===== src/rtl/etfc_pkg.sv =====
`timescale 1ns / 1ps
`default_nettype none

package etfc_pkg;

    // Field widths
    localparam int CW  = 32;            // coordinate, signed Q16.16
    localparam int DW  = 34;            // exact edge difference
    localparam int VW  = 63;            // widest vector fed to the unitizer
    localparam int RW  = 31;            // radius register width

    // Edge queue between front and back
    localparam int QDEPTH = 2;          // power of two, pointers wrap freely
    localparam int QAW    = 1;
    localparam int QCW    = QAW + 1;

    // Fixed-point constants
    localparam logic [31:0]        ONE_Q30   = 32'h4000_0000;
    localparam logic signed [31:0] PAR_LIMIT = 32'sh3FFF_FF80;
    localparam logic [RW-1:0]      RADIUS_RESET = 31'd6554;

    // Register indexes
    localparam logic [1:0] CFG_RADIUS_SIDE = 2'd0;
    localparam logic [1:0] CFG_RADIUS_UP   = 2'd1;
    localparam logic [1:0] CFG_AXIAL       = 2'd2;

    localparam logic [1:0] CORNER_LAST = 2'd3;

    typedef logic [2:0][VW-1:0] t_wvec;
    typedef logic [2:0][CW-1:0] t_uvec;

    typedef struct packed {
        logic [2:0][CW-1:0] p;
        logic [2:0][DW-1:0] d;
        logic               join_prev;
    } t_edge;

    typedef struct packed {
        logic [RW-1:0] radius_side;
        logic [RW-1:0] radius_up;
        logic [CW-1:0] axial_offset;
    } t_cfg;

endpackage

`default_nettype wire


===== src/rtl/etfc_front.sv =====
`timescale 1ns / 1ps
`default_nettype none

module etfc_front
    import etfc_pkg::*;
(
    input  logic         i_s_axis_tvalid,
    output logic         o_s_axis_tready,
    input  logic [191:0] i_s_axis_tdata,
    input  logic [0:0]   i_s_axis_tuser,
    input  logic         i_q_full,
    output logic         o_q_push,
    output t_edge        o_q_item
);

    logic [CW-1:0] start_c;
    logic [CW-1:0] end_c;

    // Accept whenever the queue has room
    assign o_s_axis_tready = !i_q_full;
    assign o_q_push        = i_s_axis_tvalid && !i_q_full;

    // Split the item and form the exact edge difference
    always_comb begin
        o_q_item.join_prev = ~i_s_axis_tuser[0];
        for (int i = 0; i < 3; i++) begin
            start_c = i_s_axis_tdata[CW*i +: CW];
            end_c   = i_s_axis_tdata[CW*(3+i) +: CW];
            o_q_item.p[i] = start_c;
            o_q_item.d[i] = {{(DW-CW){end_c[CW-1]}}, end_c}
                          - {{(DW-CW){start_c[CW-1]}}, start_c};
        end
    end

endmodule

`default_nettype wire


===== config.mk =====
export PLATFORM = sky130hd
export DESIGN_NAME = etfc_front
export DESIGN_NICKNAME = d
export VERILOG_FILES = /design/src/rtl/etfc_pkg.sv /design/src/rtl/etfc_front.sv
export SDC_FILE = /design/constraint.sdc
export NUM_CORES = 1
export LEC_CHECK = 0
export ABC_AREA = 1
export BUFFER_PORTS_ARGS = -buffer_cell sky130_fd_sc_hd__buf_4
export CAP_MARGIN = 0
export CORE_AREA = 2 2 154 156
export DETAILED_ROUTE_END_ITERATION = 8
export DIE_AREA = 0 0 156 158
export GPL_ROUTABILITY_DRIVEN = 0
export GPL_TIMING_DRIVEN = 0
export PLACE_DENSITY = 0.77
export RECOVER_POWER = 100
export SYNTH_ARGS = -nofsm -noshare
export SYNTH_HDL_FRONTEND = slang
export SYNTH_SLANG_ARGS = --single-unit
export TNS_END_PERCENT = 30

===== constraint.sdc =====
create_clock -name vclk -period 3.3
set_input_delay 0.66 -clock vclk [all_inputs]
set_output_delay 0.66 -clock vclk [all_outputs]
set_load 0.02 [all_outputs]

==> qor.txt <==
status -> completed
number of global-route vias before repair -> 9809
sum of negative setup slack -> 0 ps
Ys Warns -> 0
final hold violation count -> 0
critical path data arrival time -> 2510 ps
io pins -> 396
Period minus WS final -> 3166 ps
PD cells -> 217.5 nW/µm²
Synth cell types -> 20
port bufs -> 396
Max FO, Critical Path -> 3
Total GRT Usage -> 0.2071
floorplan core area -> 23050 µm²
Post-layout nets -> 2470
critical setup path kind -> input port to output port
Detailed Route WL -> 27440 µm
Die H -> 158 µm
FF/Latch Area -> 0 µm²
critical path required time -> 2640 ps
Worst-Margin Slew -> 289.3 ps
Critical Path Sink Type -> output port
drt wl/cell -> 11.13 µm
synthesized area -> 8478 µm²
pins over their slew limit -> 0
die area -> 24650 µm²
# diodes -> 0
leakage power -> 8.053 nW
antenna violations before repair -> 0
DP Area -> 11810 µm²
final instance area -> 11410 µm²
Critical Path Start Type -> input port
fmax -> 315.9 MHz
RSZ-0062 raised after global routing -> yes
DRT iter0 DRCs -> 673
worst hold path class -> input port to output port
Peak VDD IR -> 0.1677 mV
Slew headroom -> 0.8065
Mapped Cells -> 1778
Die Wd -> 156 µm
Seq cells -> 0
vias per inst -> 4.454
post-route ant nets -> 0
number of buffers inserted by post-CTS setup repair -> 0
drt pass-1 iters -> 5
Clock buffer cells -> 0
Hold WS -> 1582 ps
row cnt -> 56
Area Overhead vs Synth -> 34.62%
Synth Net Count -> 2072
Filler Cell Count -> 2532
Initial Util -> 0.3678
Seq/Total Area, Yosys -> 0
largest net degree at the start of global routing -> 8
CTS Hold Buffers Added -> 0
vias -> 10975
total grt overflow -> 0
Syn Area/Cell -> 4.768 µm²
detailed placer's ending HPWL -> 25090 µm
Final Cycle Share -> 0.9593
DRC viols -> 0
Final setup viols -> 0
fraction of layout cells with a size suffix above 1 -> 0.1914
Tot Pwr -> 2.483 mW
first-pass GRT wire length -> 43080 µm
max-cap violation count -> 0
==> synth_stat cells <==
library cell  count  area share
xnor2_1           6      0.0062
nand3_1          67       0.040
and2_1            6      0.0044
nor2_1          125       0.055
nor2_2            1     0.00074
nand2_1         748        0.33
xor2_1           39       0.040
nand2_2          16       0.012
or2_1             3      0.0022
nor3_1            6      0.0035
a21o_1            3      0.0027
a21oi_1          60       0.035
inv_1           479        0.21
buf_4           100       0.089
nand3_2           4      0.0047
a21oi_2           1      0.0010
fa_1              3      0.0071
o21bai_1          3      0.0027
nand4_1          12      0.0089
ha_1             96        0.14
==> final cells by class <==
cell class	count	area [µm²]	share of cell area
timing repair buffer	396	2560	0.2243
multi-input combinational	1199	5942	0.5206
tap	290	362.8	0.03179
inverter	479	1798	0.1575
buffer	100	750.7	0.06578
==> kinds of logic after synthesis <==
family / after synthesis / synth area share
compound gates: 67 / 0.04177
xor+xnor: 45 / 0.04649
fa+ha+maj: 99 / 0.1488
buf+inv: 579 / 0.3006
simple gates: 988 / 0.4624
==> layout by cell type (no fill, tap or decap), types with 4 or more instances in the layout <==
master / Yosys / layout
a21oi_1: 60 / 60
and2_1: 6 / 6
buf_4: 100 / 386
clkbuf_1: 0 / 110
ha_1: 96 / 96
inv_1: 479 / 476
nand2_1: 748 / 746
nand2_2: 16 / 18
nand3_1: 67 / 67
nand3_2: 4 / 4
nand4_1: 12 / 12
nor2_1: 125 / 125
nor3_1: 6 / 6
xnor2_1: 6 / 6
xor2_1: 39 / 39
==> critical path: stages <==
cell and delay [ps]:
buf_4 120, ha_1 220, fa_2 370, inv_2 80, nand2_1 50, nand2_1 80, nand3_1 100, nand2_2 120
nand2_1 80, nand2_2 120, nand2_1 80, nand3_1 70, nand2_1 80, buf_4 130, buf_4 140
==> final timing paths <==
| path | startpoint | to | slack (ps) | cells after the start |
|---|---|---|---|---|
| min | i_s_axis_tuser | o_q_item[0] | 1580 | 3 |
| max | i_s_axis_tdata[32] | o_q_item[68] | 130 | 15 |
==> layer usage <==
layer / up-vias / track usage / part of all wire / routed length [µm]
met1: 4738 / 0.2601 / 0.43 / 11730
met3: 14 / 0.01287 / 0.066 / 1813
met2: 373 / 0.4003 / 0.50 / 13690
met4: 0 / 0.01879 / 0.0074 / 204
met5: - / 0 / 0 / 0
li1: 5850 / - / - / -
==> through the flow <==
stage	setup slack [ps]	std cells	util
5_1_grt	-67.70	2464	0.4951
2_1_floorplan	373.2	1778	-
4_1_cts	22.39	2464	0.5125
6_report	134.4	2464	0.4951
3_3_place_gp	54.29	2464	0.5125
3_5_place_dp	31.56	2464	0.5125
==> power by group <==
part | switching (mW) | internal (mW)
clock network | 0 | 0
registers | 0 | 0
logic | 1.50 | 0.987
==> what timing repair did <==
action                                 in CTS  in global routing
setup endpoints to repair                   0                  9
endpoints found under the hold margin       0                  0
resized for setup                           0                  8
(Power assumes the default switching activity.)
