--- src/rtl/etfc_pkg.sv ---
`timescale 1ns / 1ps
`default_nettype none

package etfc_pkg;

    // Field widths
    localparam int CW  = 32;            // coordinate, signed Q16.16
    localparam int DW  = 34;            // exact edge difference
    localparam int VW  = 63;            // widest vector fed to the unitizer
    localparam int RW  = 31;            // radius register width

    // Edge queue between front and back
    localparam int QDEPTH = 2;          // power of two, pointers wrap freely
    localparam int QAW    = 1;
    localparam int QCW    = QAW + 1;

    // Fixed-point constants
    localparam logic [31:0]        ONE_Q30   = 32'h4000_0000;
    localparam logic signed [31:0] PAR_LIMIT = 32'sh3FFF_FF80;
    localparam logic [RW-1:0]      RADIUS_RESET = 31'd6554;

    // Register indexes
    localparam logic [1:0] CFG_RADIUS_SIDE = 2'd0;
    localparam logic [1:0] CFG_RADIUS_UP   = 2'd1;
    localparam logic [1:0] CFG_AXIAL       = 2'd2;

    localparam logic [1:0] CORNER_LAST = 2'd3;

    typedef logic [2:0][VW-1:0] t_wvec;
    typedef logic [2:0][CW-1:0] t_uvec;

    typedef struct packed {
        logic [2:0][CW-1:0] p;
        logic [2:0][DW-1:0] d;
        logic               join_prev;
    } t_edge;

    typedef struct packed {
        logic [RW-1:0] radius_side;
        logic [RW-1:0] radius_up;
        logic [CW-1:0] axial_offset;
    } t_cfg;

endpackage

`default_nettype wire

--- src/rtl/etfc_queue.sv ---
`timescale 1ns / 1ps
`default_nettype none

module etfc_queue
    import etfc_pkg::*;
(
    input  logic  i_clk,
    input  logic  i_rst_n,
    input  logic  i_push,
    input  t_edge i_item,
    output logic  o_full,
    input  logic  i_pop,
    output t_edge o_item,
    output logic  o_empty
);

    t_edge           r_mem [QDEPTH];
    logic [QAW-1:0]  r_wr;
    logic [QAW-1:0]  r_rd;
    logic [QCW-1:0]  r_count;

    assign o_full  = (r_count == QCW'(QDEPTH));
    assign o_empty = (r_count == '0);
    assign o_item  = r_mem[r_rd];

    // Store the item
    always_ff @(posedge i_clk) begin
        if (i_push) begin
            r_mem[r_wr] <= i_item;
        end
    end

    // Advance pointers and fill count
    always_ff @(posedge i_clk) begin
        if (!i_rst_n) begin
            r_wr    <= '0;
            r_rd    <= '0;
            r_count <= '0;
        end else begin
            if (i_push) begin
                r_wr <= r_wr + 1'b1;
            end
            if (i_pop) begin
                r_rd <= r_rd + 1'b1;
            end
            if (i_push && !i_pop) begin
                r_count <= r_count + 1'b1;
            end else if (!i_push && i_pop) begin
                r_count <= r_count - 1'b1;
            end
        end
    end

endmodule

`default_nettype wire

--- config.mk ---
export PLATFORM = sky130hd
export DESIGN_NAME = etfc_queue
export DESIGN_NICKNAME = d
export VERILOG_FILES = /design/src/rtl/etfc_pkg.sv /design/src/rtl/etfc_queue.sv
export SDC_FILE = /design/constraint.sdc
export NUM_CORES = 1
export LEC_CHECK = 0
export BUFFER_PORTS_ARGS = -buffer_cell sky130_fd_sc_hd__buf_2
export CAP_MARGIN = 15
export CORE_MARGIN = 3
export CORE_UTILIZATION = 35
export CTS_CLUSTER_SIZE = 12
export DETAILED_ROUTE_END_ITERATION = 6
export PLACE_DENSITY = 0.58
export SLEW_MARGIN = 20
export SYNTH_ARGS = -nofsm -noshare
export SYNTH_HDL_FRONTEND = slang
export SYNTH_SLANG_ARGS = --single-unit
export TNS_END_PERCENT = 5
--- constraint.sdc ---
create_clock -name i_clk -period 28.1 [get_ports i_clk]
set_input_delay 2.81 -clock i_clk [delete_from_list [all_inputs] [get_ports i_clk]]
set_output_delay 2.81 -clock i_clk [all_outputs]
set_load 0.03 [all_outputs]
==> out/results.ini <==
[worst_hold_path]
hp-start = r_count[1]
hold_depth = 2
hp-class = register to register
whs_endpoint = r_count[1]

[cts]
post-cts-setup-buffers = 0
clkSinkCount = 403
htreeDepth = 2
clock_latency_ns = 0.55
cts_hold_buf = 0
path_clk_slew_ns = 0.06
numCtsBuffers = 44
cts_tree = done
clockBufferDepth = 3
cts-resized-gates = 0
ctsRootBufferMaster = clkbuf_16

[worst_setup_path]
path_delay_family = buffers and inverters
critPathKind = register to output pin
path_cells = buf_4 -> buf_4 -> mux2_2 -> buf_2
crit_path_start_kind = register
slowest_delay_ns = 0.97
crit_path_max_fanout = 52
r2r_start = r_wr
crit_arrival_ns = 3.61
reg2reg_depth = 3
critical_path.slowest_cell = dfxtp_4
reg2reg_to = r_mem[0][96]
crit_buf_inv = 3
r2r_slack_ns = 25.22
cp.required_ns = 25.29
endpoint_kind = output pin
crit_top_cell = buf_4

[drt]
via_per_inst = 4.531
drt_iter0_drc = 375
drcViolationCount = 0
ant_nets = 0
routedWlPerCell_um = 19.79
vias = 7462
wl_um = 32600
drt_pass1_iterations = 4

[power_and_ir_drop]
leakage_uw = 0.007213
ir_drop_v = 0.00004326
p_per_area_nw_per_um2 = 75.16
total_power_uw = 1418

[global_route]
first_global_vias = 7816
grt_overflow = 0
grt_usage = 0.1378
grt_pass1_wl_um = 46800
antenna_found_initial = 9
grt_max_degree = 74

[cells_and_area]
area_growth_pct = 25.94
drive_above_1_share = 0.6054
final.fill_count = 3719
fin_nets = 1281

[floorplan]
die_w_um = 212.9
rows = 75
design.die.area_um2 = 45320
coreArea_um2 = 42130
die_h_um = 212.9
start_util = 0.3556
top_level_ports = 404

[synthesis]
synth-compound-area-share = 0.001336
synth_top_family_by_area = multiplexers
yosys.area_share.simple = 0.003591
yosysUniqueCellTypes = 17
netlist_area_um2 = 14980
syn_nets = 845
synth_warnings = 0
synthMuxAreaShare = 0.1746
synthAdderAreaFrac = 0.0008351
syn_inst = 641
ys_seq_elements = 403
seq_area_frac_synth = 0.8044
synthXorXnorAreaFrac = 0.001754
synth.avg_cell_area_um2 = 23.37

[sta]
worst_clock_skew_ns = 0.01434
period_share = 0.2285
finalSetupViolCount = 0
tns_ns = 0
hold_viol = 0
slew_viol_final = 0
rsz0062_at_grt = false
holdWs_ns = 0.5436
tightest_slew_ns = 1.080
timing.slew.headroom = 0.2803
max_freq_mhz = 155.7
fin_crit_ns = 6.422

[job]
maxCapViolCount = 0

[status]
status = completed

[placement]
portBuffers = 403
place_congestion = 0.7579
hpwl_um = 21700

## worst reg2reg max path: cells and delay by family (launching register included)
kind / cells / cell delay (ns)
simple gates: 1 / 0.49
buf+inv: 2 / 1.64
flops: 1 / 0.34
## stage by stage
stage,setup slack [ns],utilization,cells,cell area (um^2)
detailed placement,22.21,0.4165,1569,17550
finish,21.68,0.4478,1647,18870
CTS,21.59,0.4472,1643,18840
global placement,22.29,0.4165,1569,17550
floorplan,15.88,-,641,14980
global route,21.49,0.4476,1644,18860
## area by class of cell
class	count	area, um^2	share of cell area
flip-flops and latches	403	12060	0.6389
inverters	1	3.754	0.0001989
clock inverters	20	131.4	0.006963
well taps	539	674.4	0.03574
diodes	3	7.507	0.0003979
multi-input cells	215	2739	0.1452
repair buffers	412	2097	0.1111
clock buffers	54	1160	0.06147
## worst max path at each step
| stage | start | endpoint | depth (start not counted) | slack, ns |
|---|---|---|---|---|
| 2_1_floorplan | i_push | r_wr | 2 | 15.88 |
| 3_3_place_gp | register | o_item[187] | 4 | 22.29 |
| 3_5_place_dp | register | o_item[186] | 4 | 22.21 |
| 4_1_cts | register | o_item[186] | 4 | 21.59 |
| 5_1_grt | register | o_item[6] | 4 | 21.49 |
| 6_report | register | o_item[180] | 4 | 21.68 |
## report_power, final
part / internal, uW / total, uW / switching [uW]
registers: 696 / 708 / 11.9
logic: 71.2 / 188 / 117
clock network: 301 / 522 / 221
total: 1070 / 1420 / 350
## metal layers
metal | GRT usage | wire (um) | up-vias
met3 | 0.05025 | 3032 | 52
li1 | - | - | 3433
met4 | 0.04634 | 622 | 10
met2 | 0.2166 | 15150 | 296
met1 | 0.1779 | 13730 | 3671
met5 | 0 | 69 | -
## flip-flops by register name (all words and copies together) (netlist names), named ones only
signal and cells:
r_count 2, r_wr 1, r_mem 398, r_rd 1
## cells in the mapped netlist
cell,n,area share
edfxtp_1,398,0.80
mux2_4,100,0.10
mux2_2,99,0.074
buf_6,14,0.011
buf_2,8,0.0027
dfxtp_1,5,0.0067
and2_1,4,0.0017
nor2b_1,3,0.0013
xor2_1,2,0.0012
a21boi_0,1,0.00050
ha_1,1,0.00084
inv_1,1,0.00025
nor2_1,1,0.00025
o21a_1,1,0.00050
o21ai_0,1,0.00033
or3_1,1,0.00042
xnor2_1,1,0.00058
## placed cells by master, fill, tap and decap left out, types with 2 or more instances in the layout
cell type and n:
buf_2 403, edfxtp_1 398, mux2_4 100, mux2_2 99
clkbuf_16 45, clkinv_1 10, clkbuf_1 9, buf_4 8
dfxtp_1 4, diode_2 3, and2_1 3, inv_6 3
clkinv_2 3, clkinvlp_4 3, xor2_1 2, nor2b_1 2
## cells by family after synthesis
logic type | count (synthesis)
DFF | 403
muxes | 199
buffers and inverters | 23
and+or+nand+nor | 9
AOI/OAI and AO/OA | 3
xor gates and xnor gates | 3
adders and majority gates | 1
(Power assumes the default switching activity.)
