**src/rtl/etfc_pkg.sv**
```systemverilog
`timescale 1ns / 1ps
`default_nettype none

package etfc_pkg;

    // Field widths
    localparam int CW  = 32;            // coordinate, signed Q16.16
    localparam int DW  = 34;            // exact edge difference
    localparam int VW  = 63;            // widest vector fed to the unitizer
    localparam int RW  = 31;            // radius register width

    // Edge queue between front and back
    localparam int QDEPTH = 2;          // power of two, pointers wrap freely
    localparam int QAW    = 1;
    localparam int QCW    = QAW + 1;

    // Fixed-point constants
    localparam logic [31:0]        ONE_Q30   = 32'h4000_0000;
    localparam logic signed [31:0] PAR_LIMIT = 32'sh3FFF_FF80;
    localparam logic [RW-1:0]      RADIUS_RESET = 31'd6554;

    // Register indexes
    localparam logic [1:0] CFG_RADIUS_SIDE = 2'd0;
    localparam logic [1:0] CFG_RADIUS_UP   = 2'd1;
    localparam logic [1:0] CFG_AXIAL       = 2'd2;

    localparam logic [1:0] CORNER_LAST = 2'd3;

    typedef logic [2:0][VW-1:0] t_wvec;
    typedef logic [2:0][CW-1:0] t_uvec;

    typedef struct packed {
        logic [2:0][CW-1:0] p;
        logic [2:0][DW-1:0] d;
        logic               join_prev;
    } t_edge;

    typedef struct packed {
        logic [RW-1:0] radius_side;
        logic [RW-1:0] radius_up;
        logic [CW-1:0] axial_offset;
    } t_cfg;

endpackage

`default_nettype wire

```
**src/rtl/etfc_unitize.sv**
```systemverilog
`timescale 1ns / 1ps
`default_nettype none

module etfc_unitize
    import etfc_pkg::*;
(
    input  logic  i_clk,
    input  logic  i_rst_n,
    input  logic  i_start,
    input  t_wvec i_v,
    output logic  o_done,
    output t_uvec o_u
);

    typedef enum logic [6:0] {
        U_IDLE  = 7'b0000001,
        U_MAX   = 7'b0000010,
        U_NORM  = 7'b0000100,
        U_SQ    = 7'b0001000,
        U_ROOT  = 7'b0010000,
        U_DLOAD = 7'b0100000,
        U_DIV   = 7'b1000000
    } t_ustate;

    t_ustate            r_state;
    logic [2:0][VW-1:0] r_mag;
    logic [2:0]         r_neg;
    logic [VW-1:0]      r_m;
    logic [4:0]         r_cnt;
    logic [1:0]         r_k;
    logic [61:0]        r_prod;
    logic [63:0]        r_acc;
    logic [63:0]        r_n;
    logic [63:0]        r_r;
    logic [31:0]        r_rem;
    logic [31:0]        r_num;
    logic [31:0]        r_q;
    t_uvec              r_u;
    logic               r_done;

    logic [2:0][VW-1:0] in_mag;
    logic [VW-1:0]      max01;
    logic [VW-1:0]      max012;
    logic [63:0]        root_bit;
    logic [63:0]        root_try;
    logic [31:0]        len;
    logic [61:0]        div_num;
    logic [32:0]        div_try;
    logic [32:0]        div_diff;
    logic               div_bit;
    logic [31:0]        q_full;
    logic [31:0]        q_clip;
    logic [31:0]        q_neg;

    // Magnitudes of the incoming vector
    always_comb begin
        for (int i = 0; i < 3; i++) begin
            in_mag[i] = i_v[i][VW-1] ? (~i_v[i] + 1'b1) : i_v[i];
        end
    end

    assign max01  = (r_mag[0] > r_mag[1]) ? r_mag[0] : r_mag[1];
    assign max012 = (max01 > r_mag[2]) ? max01 : r_mag[2];

    // One square-root digit per cycle
    assign len      = r_r[31:0];
    assign root_bit = 64'd1 << {r_cnt, 1'b0};
    assign root_try = r_r + root_bit;

    // One quotient bit per cycle, rounded numerator
    assign div_num  = {1'b0, r_mag[r_k][30:0], 30'd0} + {31'd0, len[31:1]};
    assign div_try  = {r_rem, r_num[31]};
    assign div_diff = div_try - {1'b0, len};
    assign div_bit  = (div_try >= {1'b0, len});
    assign q_full   = {r_q[30:0], div_bit};
    assign q_clip   = (q_full > ONE_Q30) ? ONE_Q30 : q_full;
    assign q_neg    = ~q_clip + 1'b1;

    assign o_done = r_done;
    assign o_u    = r_u;

    always_ff @(posedge i_clk) begin
        if (!i_rst_n) begin
            r_state <= U_IDLE;
            r_done  <= 1'b0;
        end else begin
            r_done <= 1'b0;
            case (r_state)
                U_IDLE: begin
                    if (i_start) begin
                        r_mag   <= in_mag;
                        r_neg   <= {i_v[2][VW-1], i_v[1][VW-1], i_v[0][VW-1]};
                        r_state <= U_MAX;
                    end
                end
                U_MAX: begin
                    r_m <= max012;
                    if (max012 == '0) begin
                        r_u     <= '0;
                        r_done  <= 1'b1;
                        r_state <= U_IDLE;
                    end else begin
                        r_state <= U_NORM;
                    end
                end
                // Bring the largest magnitude into [2^30, 2^31)
                U_NORM: begin
                    if (r_m[VW-1:31] != '0) begin
                        for (int i = 0; i < 3; i++) begin
                            r_mag[i] <= r_mag[i] >> 1;
                        end
                        r_m <= r_m >> 1;
                    end else if (!r_m[30]) begin
                        for (int i = 0; i < 3; i++) begin
                            r_mag[i] <= r_mag[i] << 1;
                        end
                        r_m <= r_m << 1;
                    end else begin
                        r_cnt   <= '0;
                        r_acc   <= '0;
                        r_state <= U_SQ;
                    end
                end
                // Sum of squares through one multiplier
                U_SQ: begin
                    if (r_cnt[1:0] != 2'd3) begin
                        r_prod <= r_mag[r_cnt[1:0]][30:0] * r_mag[r_cnt[1:0]][30:0];
                    end
                    if (r_cnt[1:0] == 2'd3) begin
                        r_n     <= r_acc + {2'd0, r_prod};
                        r_r     <= '0;
                        r_cnt   <= 5'd31;
                        r_state <= U_ROOT;
                    end else begin
                        if (r_cnt[1:0] != 2'd0) begin
                            r_acc <= r_acc + {2'd0, r_prod};
                        end
                        r_cnt <= r_cnt + 1'b1;
                    end
                end
                U_ROOT: begin
                    if (r_n >= root_try) begin
                        r_n <= r_n - root_try;
                        r_r <= (r_r >> 1) + root_bit;
                    end else begin
                        r_r <= r_r >> 1;
                    end
                    if (r_cnt == '0) begin
                        r_k     <= '0;
                        r_state <= U_DLOAD;
                    end else begin
                        r_cnt <= r_cnt - 1'b1;
                    end
                end
                U_DLOAD: begin
                    r_rem   <= {2'd0, div_num[61:32]};
                    r_num   <= div_num[31:0];
                    r_cnt   <= 5'd31;
                    r_state <= U_DIV;
                end
                U_DIV: begin
                    r_rem <= div_bit ? div_diff[31:0] : div_try[31:0];
                    r_num <= r_num << 1;
                    r_q   <= q_full;
                    if (r_cnt == '0) begin
                        r_u[r_k] <= r_neg[r_k] ? q_neg : q_clip;
                        if (r_k == 2'd2) begin
                            r_done  <= 1'b1;
                            r_state <= U_IDLE;
                        end else begin
                            r_k     <= r_k + 1'b1;
                            r_state <= U_DLOAD;
                        end
                    end else begin
                        r_cnt <= r_cnt - 1'b1;
                    end
                end
                default: begin
                    r_state <= U_IDLE;
                end
            endcase
        end
    end

endmodule

`default_nettype wire

```
**config.mk**
```make
export PLATFORM = sky130hd
export DESIGN_NAME = etfc_unitize
export DESIGN_NICKNAME = d
export VERILOG_FILES = /design/src/rtl/etfc_pkg.sv /design/src/rtl/etfc_unitize.sv
export SDC_FILE = /design/constraint.sdc
export NUM_CORES = 2
export LEC_CHECK = 0
export BUFFER_PORTS_ARGS = -buffer_cell sky130_fd_sc_hd__buf_2
export CORE_ASPECT_RATIO = 0.6
export CORE_UTILIZATION = 45
export CTS_CLUSTER_DIAMETER = 150
export DETAILED_ROUTE_END_ITERATION = 10
export PLACE_DENSITY = 0.71
export SLEW_MARGIN = 20
export SYNTH_ARGS = -nofsm -noshare
export SYNTH_HDL_FRONTEND = slang
export SYNTH_SLANG_ARGS = --single-unit
```
**constraint.sdc**
```tcl
create_clock -name i_clk -period 17.95 [get_ports i_clk]
set_input_delay 3.59 -clock i_clk [delete_from_list [all_inputs] [get_ports i_clk]]
set_output_delay 3.59 -clock i_clk [all_outputs]
set_load 0.01 [all_outputs]
```
==> flow_summary.toml <==
[worst_setup_path]
r2r_cells = 24
crit_chain = "inv_1 > ha_1 > a21oi_1 > o21ai_0 > a221oi_1 > o21ai_0 > o2111ai_1 > a21bo_2 > buf_4 > mux2_2 > ha_1 > nand4_1 > nor4_1 > nand3_1 > nor4_1 > or4_1 > o22a_2 > buf_4 > o21ai_0 > nor4_1 > nand4_1 > nor3_1 > a31o_4 > buf_4"
reg2reg_slack_ns = 7.12
timing.rr.end = "o_u[8]"
arrival_ns = 11.14
cpMaxStageDelayCell = "buf_4"
required_ns = 18.26
crit_type = "reg2reg"
reg2reg_from = "r_mag[87]"
cpPeakStageDelay_ns = 0.83
worstPathMaxFanout = 83
cp-end-kind = "register"
startpoint_type = "register"

[sta]
slew_headroom_pct = 10.67
holdWs_ns = 0.4871
report.final.slew_viol_count = 0
setup_violations = 0
worst_slew_pin_slew_ns = 1.340
final.setup.tns_ns = 0
finalClockSkew_ns = 0.04961
period_share_pct = 60.35
hold_viol = 0
rsz0062_at_grt = "no"
fmax_mhz = 92.32
finalCriticalPeriod_ns = 10.83

[cts]
hold_buffers = 0
clk_pin_slew_ns = 0.07
cts_buffers = 75
post_cts_buffers = 0
h-tree-depth = 3
cts_sinks = 714
clock_latency_ns = 0.70
cts_buffer_depth = 3
ctsRootBufferMaster = "clkbuf_16"
cts_tree = "yes"
cts_resized = 0

[logic_synthesis]
ys_seq_area_share_pct = 26.32
synthCells = 9154
synth_cell_types = 85
synth_area_per_cell_sq_um = 8.865
async_flop_share_pct = 0
yosys_warnings = 0
synth_nets = 10721
synth_edf_count = 706
syn_area_sq_um = 81150
synthFlopType = "edfxtp_1"
ys_seq_elements = 714

[placed_design]
dp_hpwl_um = 219800
numPlacedInstances = 11511
gp_congestion = 1.062
numPortBuffers = 288
place_area_sq_um = 84990

[finish]
drive_gt1_share_pct = 6.711
fin_util_pct = 49.01
nFillCells = 16701
final_cells = 11664
nets = 10777
syn_to_final_growth_pct = 7.914
fin_area_sq_um = 87570

[routing]
wire_per_inst_um = 23.99
detail_route.wirelength_um = 279800
drc_errors = 0
vias = 70076
viasPerCell = 6.008
first_pass_iters = 7
ant_nets = 0
drt-initial-drc-count = 9741

[die]
die_x_um = 550.2
core_area_sq_um = 178700
die_h_um = 330.9
die-area_sq_um = 182100
initial_core_util_pct = 45.42
placementRows = 120
pin_count = 289

[power_and_ir_drop]
p_leak_uw = 0.03894
vdd_ir_drop_max_mv = 0.5135
p_per_area_nw_per_um2 = 184.1

[min_path]
min_from = "r_q[19]"
hp-class = "reg2reg"
min_path_cells = 0
min_to = "r_q[20]"

[run]
cap_viol_max_count = 0

[global_route]
track_usage_pct = 30.44
grt_antenna_before_repair = 20
grt_pass1_wl_um = 417500
first_global_vias = 66089
grt-ovfl-total = 0
grt_start_max_net_pins = 213

[run_status]
run_status = "finished clean"
-- sequential cells by signal, summed over array words and instances, names as in the netlist --
register,cells
o_done,1
r_mag,189
r_prod,61
r_m,63
r_n,64
r_k,2
r_rem,32
r_neg,3
r_acc,64
r_cnt,5
r_r,64
r_num,32
r_state,7
o_u,96
r_q,31
-- per-stage QoR --
step | total power (uW) | setup WS [ns]
6_report | 16130 | 7.118
5_1_grt | 17210 | 6.925
4_1_cts | 15640 | 7.592
3_5_place_dp | 13860 | 7.587
3_3_place_gp | 13740 | 7.759
2_1_floorplan | 9924 | 3.520
-- cells in the mapped netlist (all sizes together) (21+ instances only) --
cell type,n,area [sq um]
o211ai,36,270.3
a211oi,104,780.8
ha,625,7820
a22oi,28,210.2
o31ai,97,738.2
o21ai,481,2407
a31oi,253,1583
and3,42,262.8
nand3,112,560.5
a31o,21,183.9
fa,750,15010
nand3b,26,195.2
or4,40,307.8
a21boi,28,210.2
nand2,1219,4576
clkbuf,384,1441
nor3b,35,262.8
nand4,85,531.8
mux2,34,382.9
o41ai,33,296.5
inv,1183,4441
nand2b,47,309.0
o21bai,65,488.0
nor2,875,3289
mux2i,134,1341
a21o,187,1404
nor2b,50,312.8
xor2,167,1463
or3,66,422.9
o21a,37,277.8
buf,22,83.83
nor4,54,337.8
xnor2,370,3241
edfxtp,706,21200
and2,29,181.4
nor3,90,450.4
a21oi,467,2337
-- worst max-delay path: cells and delay by family (launching register included) --
kind                     cells  cell delay [ns]
flip-flops                   1             0.61
adder cells (fa/ha/maj)      2             0.65
buffers and inverters        4             2.00
multiplexers                 1             0.45
AO/OA/AOI/OAI                9             3.31
AND/OR/NAND/NOR              8             3.24
-- layout by cell type, fill, tap and decap left out, types with 26 or more instances in the layout --
master and instances:
o21ai_0 480, inv_1 1181, a21oi_1 457, o41ai_1 32, a22oi_1 28, o31ai_1 95, buf_4 94, or3_1 64
and3_1 40, nand4_1 85, mux2i_1 133, xor2_1 167, and2_1 26, edfxtp_1 706, clkbuf_16 75, o211ai_1 36
nand3_1 111, a31oi_1 252, a211oi_1 104, a21o_1 187, nor2b_1 49, ha_1 622, nor4_1 54, buf_2 288
mux2_2 34, nand3b_1 26, xnor2_1 370, nor3_1 90, nor2_1 871, nand2b_1 45, o21a_1 37, o21bai_1 65
fa_1 750, nor3b_1 35, or4_1 38, nand2_1 1219
-- power by group --
| group | switching (uW) | internal, uW |
|---|---|---|
| clock network | 765 | 905 |
| registers | 81.7 | 2370 |
| logic | 7520 | 4490 |
| total | 8360 | 7760 |
-- layout make-up --
type                    instances  area, sq um  share of cell area, %
diodes                         16        40.04                0.04572
clock buffers                  91         1947                  2.223
clock inverters                45        563.0                 0.6430
inverters                    1190         4467                  5.101
multi-input cells            6844        54000                  61.67
flip-flops and latches        714        21360                  24.39
well taps                    2379         2977                  3.399
repair buffers                385         2215                  2.529
-- how the worst max path moves through the flow --
stage	cells past startpoint	slack, ns	start	end
detailed placement	31	7.59	r_cnt[1]	r_prod[57]
finish	24	7.12	r_mag[87]	o_u[8]
global placement	31	7.76	r_cnt[1]	r_prod[57]
floorplan	5	3.52	i_rst_n	r_mag[0]
CTS	31	7.59	r_cnt[1]	r_prod[57]
global route	24	6.92	r_mag[87]	o_u[65]
-- cells by family (layout without fill, tap and decap cells) --
group	after synthesis	in the layout	share of synthesized area, %
compound gates	1945	1945	14.96
fa+ha+maj	1375	1375	28.14
other cells	0	16	0
mux	168	168	2.125
simple gates	2819	2819	15.27
xor+xnor	537	537	5.796
flops	714	714	26.32
buf+inv	1596	1711	7.384
-- layer usage --
layer	up-vias	GRT usage, %	wire [um]
met5	-	0	61
li1	31333	-	-
met1	33905	47.15	126800
met4	8	5.328	5011
met3	332	15.08	49930
met2	4498	36.82	98030
No activity file was read; power rests on OpenSTA's default activity.
